### src/rtl/nxa_pkg.sv
// Shared types and constants for the next-access annotator.
// Used by every design module of the block; depends on nothing else.
package nxa_pkg;

  // Default sizes of the trace store and the last-seen table.
  localparam int unsigned TraceDepthDef = 4096;
  localparam int unsigned NumBlocksDef  = 4096;

  // Field widths of the stream words.
  localparam int unsigned BlkW     = 12;
  localparam int unsigned PosW     = 12;
  localparam int unsigned NextW    = 14;
  localparam int unsigned InDataW  = 16;
  localparam int unsigned OutDataW = 40;

  // Width of the generation tag kept with each last-seen entry.
  localparam int unsigned EpochW = 8;

  // Action codes carried in the input tuser.
  localparam logic ActLoad  = 1'b0;
  localparam logic ActDrain = 1'b1;

  typedef enum logic [1:0] {
    StClear,
    StLoad,
    StScan,
    StDrain
  } nxa_state_e;

  // Strobes for the trace and next-access stores.
  typedef struct packed {
    logic trace_wr;
    logic next_wr;
    logic rd;
  } trace_ctl_t;

  // Strobes for the last-seen table.
  typedef struct packed {
    logic rd;
    logic wr;
    logic clr;
  } seen_ctl_t;

endpackage

### src/rtl/nxa_ctrl.sv
// Sequencer: loading, clearing pass, three-stage backward scan and draining.
// Depends on nxa_pkg; drives the trace store and the last-seen table.
module nxa_ctrl #(
  parameter int unsigned TRACE_DEPTH = nxa_pkg::TraceDepthDef,
  parameter int unsigned NUM_BLOCKS  = nxa_pkg::NumBlocksDef
) (
  input  logic                              clk_i,
  input  logic                              rst_ni,
  // Input stream.
  input  logic                              s_tvalid_i,
  output logic                              s_tready_o,
  input  logic [nxa_pkg::BlkW-1:0]          s_blk_i,
  input  logic                              s_tlast_i,
  input  logic                              s_tuser_i,
  // Output stream.
  output logic                              m_tvalid_o,
  input  logic                              m_tready_i,
  output logic [nxa_pkg::OutDataW-1:0]      m_tdata_o,
  output logic                              m_tlast_o,
  output logic                              m_tuser_o,
  // Trace and next-access stores.
  output nxa_pkg::trace_ctl_t               tr_ctl_o,
  output logic [$clog2(TRACE_DEPTH)-1:0]    tr_wr_addr_o,
  output logic [nxa_pkg::BlkW-1:0]          tr_wr_blk_o,
  output logic [$clog2(TRACE_DEPTH)-1:0]    tr_nwr_addr_o,
  output logic [$clog2(TRACE_DEPTH):0]      tr_nwr_next_o,
  output logic [$clog2(TRACE_DEPTH)-1:0]    tr_rd_addr_o,
  input  logic [nxa_pkg::BlkW-1:0]          tr_rd_blk_i,
  input  logic [$clog2(TRACE_DEPTH):0]      tr_rd_next_i,
  // Last-seen table.
  output nxa_pkg::seen_ctl_t                ls_ctl_o,
  output logic [$clog2(NUM_BLOCKS)-1:0]     ls_rd_idx_o,
  output logic [$clog2(NUM_BLOCKS)-1:0]     ls_wr_idx_o,
  output logic [$clog2(TRACE_DEPTH)-1:0]    ls_wr_pos_o,
  output logic [nxa_pkg::EpochW-1:0]        ls_epoch_o,
  input  logic                              ls_hit_i,
  input  logic [$clog2(TRACE_DEPTH)-1:0]    ls_hit_pos_i
);
  import nxa_pkg::*;

  localparam int unsigned AddrW = $clog2(TRACE_DEPTH);
  localparam int unsigned LenW  = AddrW + 1;
  localparam int unsigned IdxW  = $clog2(NUM_BLOCKS);

  nxa_state_e         state_q, state_d;
  logic [LenW-1:0]    len_q, len_d;
  logic [LenW-1:0]    rp_q, rp_d;
  logic               ovf_q, ovf_d;
  logic [EpochW-1:0]  epoch_q, epoch_d;
  logic [LenW-1:0]    scan_ptr_q, scan_ptr_d;
  logic [IdxW-1:0]    clr_idx_q, clr_idx_d;
  logic               clr_scan_q, clr_scan_d;
  logic               b_vld_q, c_vld_q;
  logic               pend_q, pend_d;
  logic               out_vld_q, out_vld_d;

  logic [AddrW-1:0]    b_pos_q, c_pos_q, pend_pos_q;
  logic [IdxW-1:0]     c_blk_q;
  logic                pend_last_q, pend_ovf_q;
  logic [OutDataW-1:0] out_data_q;
  logic                out_last_q, out_ovf_q;

  logic               in_acc;
  logic               load_acc;
  logic               blk_bad;
  logic               full;
  logic               scan_iss;
  logic [AddrW-1:0]   scan_pos;
  logic               drain_acc;
  logic               drain_rec;
  logic               rec_last;
  logic               pend_move;
  logic [NextW-1:0]   next_val;

  // Handshake and decode of the accepted word.
  assign s_tready_o = !pend_q && (state_q == StLoad || state_q == StDrain);
  assign in_acc     = s_tvalid_i && s_tready_o;
  assign load_acc   = in_acc && (state_q == StLoad) && (s_tuser_i == ActLoad);
  assign drain_acc  = in_acc && (state_q == StDrain) && (s_tuser_i == ActDrain);
  assign drain_rec  = drain_acc && (rp_q < len_q);
  assign rec_last   = (LenW'(rp_q + 1'b1) == len_q);
  assign blk_bad    = (32'(s_blk_i) >= 32'(NUM_BLOCKS));
  assign full       = (len_q == LenW'(TRACE_DEPTH));

  // Scan issue stage: one trace position per cycle, last to first.
  assign scan_iss = (state_q == StScan) && (scan_ptr_q != '0);
  assign scan_pos = AddrW'(scan_ptr_q - 1'b1);

  // Trace store access.
  always_comb begin
    tr_ctl_o.trace_wr = load_acc && !full && !blk_bad;
    tr_ctl_o.next_wr  = c_vld_q;
    tr_ctl_o.rd       = scan_iss || drain_rec;
  end
  assign tr_wr_addr_o  = len_q[AddrW-1:0];
  assign tr_wr_blk_o   = s_blk_i;
  assign tr_nwr_addr_o = c_pos_q;
  assign tr_nwr_next_o = ls_hit_i ? LenW'(LenW'(ls_hit_pos_i) + 1'b1) : '0;
  assign tr_rd_addr_o  = (state_q == StScan) ? scan_pos : rp_q[AddrW-1:0];

  // Last-seen table access: lookup in stage two, update in stage three.
  always_comb begin
    ls_ctl_o.rd  = b_vld_q;
    ls_ctl_o.wr  = c_vld_q;
    ls_ctl_o.clr = (state_q == StClear);
  end
  assign ls_rd_idx_o = IdxW'(tr_rd_blk_i);
  assign ls_wr_idx_o = (state_q == StClear) ? clr_idx_q : c_blk_q;
  assign ls_wr_pos_o = c_pos_q;
  assign ls_epoch_o  = epoch_q;

  // Pending read moves to the output register once it is free.
  assign pend_move = pend_q && (!out_vld_q || m_tready_i);
  assign out_vld_d = pend_move || (out_vld_q && !m_tready_i);
  assign pend_d    = drain_rec || (pend_q && !pend_move);
  assign next_val  = (tr_rd_next_i == '0) ? '1 : NextW'(tr_rd_next_i);

  // Next state and control registers.
  always_comb begin
    state_d    = state_q;
    len_d      = len_q;
    rp_d       = rp_q;
    ovf_d      = ovf_q;
    epoch_d    = epoch_q;
    scan_ptr_d = scan_ptr_q;
    clr_idx_d  = clr_idx_q;
    clr_scan_d = clr_scan_q;
    case (state_q)
      StClear: begin
        clr_idx_d = IdxW'(clr_idx_q + 1'b1);
        if (clr_idx_q == IdxW'(NUM_BLOCKS - 1)) begin
          clr_idx_d  = '0;
          epoch_d    = EpochW'(1);
          scan_ptr_d = len_q;
          state_d    = clr_scan_q ? StScan : StLoad;
        end
      end
      StLoad: begin
        if (load_acc) begin
          if (full || blk_bad) begin
            ovf_d = 1'b1;
          end else begin
            len_d = LenW'(len_q + 1'b1);
          end
          if (s_tlast_i) begin
            scan_ptr_d = len_d;
            // A used-up generation tag forces a clearing pass first.
            if (epoch_q == '1) begin
              clr_scan_d = 1'b1;
              state_d    = StClear;
            end else begin
              epoch_d = EpochW'(epoch_q + 1'b1);
              state_d = StScan;
            end
          end
        end
      end
      StScan: begin
        if (scan_iss) begin
          scan_ptr_d = LenW'(scan_ptr_q - 1'b1);
        end
        if (scan_ptr_q == '0 && !b_vld_q && !c_vld_q) begin
          rp_d    = '0;
          state_d = StDrain;
        end
      end
      StDrain: begin
        if (drain_acc) begin
          if (!drain_rec || rec_last) begin
            len_d   = '0;
            rp_d    = '0;
            state_d = StLoad;
          end else begin
            rp_d = LenW'(rp_q + 1'b1);
          end
        end
      end
      default: begin
        state_d = StLoad;
      end
    endcase
  end

  always_ff @(posedge clk_i or negedge rst_ni) begin
    if (!rst_ni) begin
      state_q    <= StClear;
      len_q      <= '0;
      rp_q       <= '0;
      ovf_q      <= 1'b0;
      epoch_q    <= '0;
      scan_ptr_q <= '0;
      clr_idx_q  <= '0;
      clr_scan_q <= 1'b0;
      b_vld_q    <= 1'b0;
      c_vld_q    <= 1'b0;
      pend_q     <= 1'b0;
      out_vld_q  <= 1'b0;
    end else begin
      state_q    <= state_d;
      len_q      <= len_d;
      rp_q       <= rp_d;
      ovf_q      <= ovf_d;
      epoch_q    <= epoch_d;
      scan_ptr_q <= scan_ptr_d;
      clr_idx_q  <= clr_idx_d;
      clr_scan_q <= clr_scan_d;
      b_vld_q    <= scan_iss;
      c_vld_q    <= b_vld_q;
      pend_q     <= pend_d;
      out_vld_q  <= out_vld_d;
    end
  end

  // Scan pipeline, pending record and output word payloads.
  always_ff @(posedge clk_i) begin
    b_pos_q <= scan_pos;
    c_pos_q <= b_pos_q;
    c_blk_q <= IdxW'(tr_rd_blk_i);
    if (drain_rec) begin
      pend_pos_q  <= rp_q[AddrW-1:0];
      pend_last_q <= rec_last;
      pend_ovf_q  <= ovf_q;
    end
    if (pend_move) begin
      out_data_q <= OutDataW'({next_val, tr_rd_blk_i, PosW'(pend_pos_q)});
      out_last_q <= pend_last_q;
      out_ovf_q  <= pend_ovf_q;
    end
  end

  assign m_tvalid_o = out_vld_q;
  assign m_tdata_o  = out_data_q;
  assign m_tlast_o  = out_last_q;
  assign m_tuser_o  = out_ovf_q;

endmodule

### config.mk
export PLATFORM = sky130hd
export DESIGN_NAME = nxa_ctrl
export DESIGN_NICKNAME = d
export VERILOG_FILES = /design/src/rtl/nxa_pkg.sv /design/src/rtl/nxa_ctrl.sv
export SDC_FILE = /design/constraint.sdc
export NUM_CORES = 1
export LEC_CHECK = 0
export ABC_AREA = 1
export BUFFER_PORTS_ARGS = -buffer_cell sky130_fd_sc_hd__buf_4
export CAP_MARGIN = 20
export CORE_UTILIZATION = 30
export CTS_BUF_LIST = sky130_fd_sc_hd__clkbuf_8
export CTS_CLUSTER_SIZE = 16
export DETAILED_ROUTE_END_ITERATION = 6
export GPL_TIMING_DRIVEN = 1
export PLACE_DENSITY = 0.51
export SLEW_MARGIN = 20
export SYNTH_ARGS = -nofsm -noshare
export SYNTH_HDL_FRONTEND = slang
export SYNTH_SLANG_ARGS = --single-unit
### constraint.sdc
create_clock -name clk_i -period 7.8 [get_ports clk_i]
set_clock_uncertainty 0.1 [all_clocks]
set_input_delay 1.95 -clock clk_i [delete_from_list [all_inputs] [get_ports clk_i]]
set_output_delay 1.95 -clock clk_i [all_outputs]
set_load 0.05 [all_outputs]
==> reports/results.txt <==
drt wl/cell - 15.6 um
post-route minimum period - 5.43 ns
synth-to-layout area growth - 21.3%
synth top area cells - dfrtp_1 (21%), edfxtp_1 (20%), nand2_1 (9.6%)
drt first pass iters - 5
overall fraction of global-route tracks in use - 16.2%
clock buffer count from CTS - 17
NetSw - 0.396 mW
Critical Path Sink Type - output pin
CTS Sinks - 157
Clk pwr share - 42.1%
warning count from the yosys run - 0
outcome - completed
f_max - 184 MHz
worst hold path class - reg -> reg
Slew HR - 37.2%
ys async rst share - 42.7%
DR vias - 6551
power per cell area - 162 mW/mm^2
RSZ-0062 raised after global routing - false
H-tree Lvls - 4
average vias per placed instance - 4.66
Final ANT Viol Nets - 0
CTS Root Cell - clkbuf_8
first-pass GRT wire length - 35.3 mm
Setup TNS Final - 0 ns
switching share of total power - 24.7%
# DRC - 0
Cells after Synth - 927
PortBufs - 184
first-iteration detailed-routing DRC count - 418
initial antenna violation count - 0
critical path type - in -> out
Setup-failing EPs final - 0
crit-path max cell delay - 0.22 ns
sequential share of the synthesized area - 49.4%
Ports - 211
HPWL after DPL - 16.3 mm
Core Box Area - 0.0264 mm^2
Final Wtd Congestion - 0.838
setup bufs post-CTS - 0
n_diodes - 0
Max Buffers Root-to-Sink - 2
Crit Path Max Fanout - 3
clock-pin slew on the worst setup and hold paths - 0.09 ns
Main synth FF type - dfrtp_1
top cells by count, synth - nand2_1 (208), inv_1 (105), nand3_1 (71), dfrtp_1 (67), nor2_1 (65)
period utilization - 69.6%
worst path cell trace - buf_4, ha_1, nand2_1, nor2_1, inv_1, nor2_1, nand2_1, nor2_1, nand2_1, nor2_1, inv_1, nor3_1, buf_4
Syn Area/Cell - 8.78 um^2
row count - 59
sequential share of power - 53.1%
Initial Utilization - 30.9%
EDFF count, synth - 54
most used cell, CP - nor2_1
Fin Hold WS - 0.231 ns
Post-CTS Hold Buffers - 0
MaxCap Viol Count - 0
fraction of layout instances using a drive strength above 1 - 24.5%
Final nets - 1139
Max VDD drop - 0.0000890 V
Critical R2R Launch - state_q[1]$_DFFE_PN0P_
worst skew pair latency - 0.46 ns
Yosys top cell by area - dfrtp_1
DIE HEIGHT - 167 um
Hold Crit Start - b_pos_q[3]$_DFF_P_
FF/Latch Area - 0.00402 mm^2
critical path required time - 5.75 ns
number of global-route vias before repair - 6306
post-synth top area share - 20.6%
final wirelength - 22.0 mm
Congestion Overflow GR - 0
most frequent cell after synthesis - nand2_1
cts repair resizes - 0
FF+latch count, synth - 157
slew at the pin closest to its max-slew limit - 0.941 ns
Hold Fails Final Rpt - 0
multi-input logic area - 0.00318 mm^2
cell internal pwr - 1.21 mW
Worst Setup SP - ls_hit_pos_i[0]
CP max stage cell - buf_4
Lkg Pwr - 4.52 nW
die footprint - 0.0278 mm^2
Comb power frac - 4.8%
Slew Limit Fails - 0
pin count of the biggest net entering global routing - 68
Unique masters post-synth - 43
chip width - 167 um
Cell Area, Synth - 0.00814 mm^2
CP Launch Type - input port
arrival time at the worst endpoint - 3.38 ns
CTS tree - yes
fillers - 2736
[cell usage in the layout, fill, tap and decap left out, drive strengths merged]
cell | Yosys | final
o211ai | 16 | 16
dfxtp | 36 | 36
or2 | 8 | 8
inv | 106 | 115
xnor2 | 1 | 1
o21ai | 60 | 60
conb | 1 | 2
a31oi | 2 | 2
a211oi | 2 | 2
nor2 | 77 | 77
o221ai | 1 | 1
clkinv | 1 | 4
nor4 | 3 | 3
a21oi | 27 | 27
buf | 66 | 188
a311oi | 1 | 1
dfrtp | 67 | 67
nand3 | 72 | 72
o31ai | 3 | 3
nand4 | 15 | 15
clkbuf | 10 | 17
nor3 | 17 | 17
xor2 | 29 | 29
o21bai | 1 | 1
o22ai | 13 | 13
edfxtp | 54 | 54
nand2 | 213 | 213
and2 | 1 | 1
ha | 24 | 24
bufinv | 0 | 3
[registers in the layout, summed over array words and instances, names as in the netlist]
register     cells
len_q           13
ovf_q            1
ls_wr_pos_o     12
b_vld_q          1
m_tuser_o        1
pend_q           1
c_vld_q          1
state_q          2
pend_ovf_q       1
m_tvalid_o       1
clr_idx_q       12
m_tlast_o        1
ls_epoch_o       8
rp_q            13
pend_last_q      1
pend_pos_q      12
c_blk_q         12
b_pos_q         12
scan_ptr_q      13
m_tdata_o       38
clr_scan_q       1
[kinds of logic after synthesis]
group	Yosys count	share of synthesized area [%]
xor+xnor	30	3.23
simple gates	406	22.2
buf+inv	183	11.8
flops	157	49.4
other cells	1	0.0461
fa+ha+maj	24	3.69
compound gates	126	9.72
[critical path, delay by kind of cell]
family                     cells  cell delay [ns]
buffers and inverters          4             0.43
adders and majority gates      1             0.16
and+or+nand+nor                8             0.83
[path summary, 6_finish.rpt]
check	slack, ns	end	cells past startpoint
min	0.23	ls_wr_pos_o[3]$_DFF_P_	0
max in group asynchronous	5.46	scan_ptr_q[7]$_DFFE_PN0P_	1
min in group asynchronous	1.52	rp_q[11]$_DFFE_PN0P_	1
max reg2reg	4.42	ls_epoch_o[3]$_DFFE_PN0P_	11
max	2.37	tr_nwr_next_o[12]	13
min reg2reg	0.23	ls_wr_pos_o[3]$_DFF_P_	0
[power groups by stage]
stage	combinational [mW]	sequential (mW)	clock (mW)
floorplan	0.0592	0.869	0
detailed placement	0.0784	0.869	0
finish	0.0770	0.851	0.674
CTS	0.0785	0.851	0.699
global placement	0.0777	0.869	0
global route	0.0838	0.851	0.733
[routing by layer]
layer / vias to the layer above / part of all wire (%) / track usage [%]
li1: 3267 / - / -
met1: 3080 / 49 / 23.1
met2: 183 / 44 / 24.6
met3: 21 / 4.5 / 2.78
met4: 0 / 1.9 / 5.76
met5: - / 0 / 0
[stage by stage]
step	setup WS [ns]	cell area (um^2)	instances	power [mW]	util (%)
global route	2.14	9880	1407	1.67	37.5
floorplan	1.91	8140	928	0.928	-
CTS	2.38	9850	1406	1.63	37.4
global placement	2.39	9420	1374	0.946	35.7
detailed placement	2.38	9420	1374	0.947	35.7
finish	2.37	9880	1407	1.60	37.5
[final cells by class]
| type | instances | share of cell area, % |
|---|---|---|
| Multi-Input combinational cell | 588 | 32.2 |
| Tap cell | 335 | 4.24 |
| Sequential cell | 157 | 40.7 |
| Clock inverter | 15 | 2.01 |
| Clock buffer | 17 | 2.37 |
| Inverter | 107 | 4.07 |
| Timing Repair Buffer | 188 | 14.4 |
Note: power is estimated with default switching activity, not from simulation.
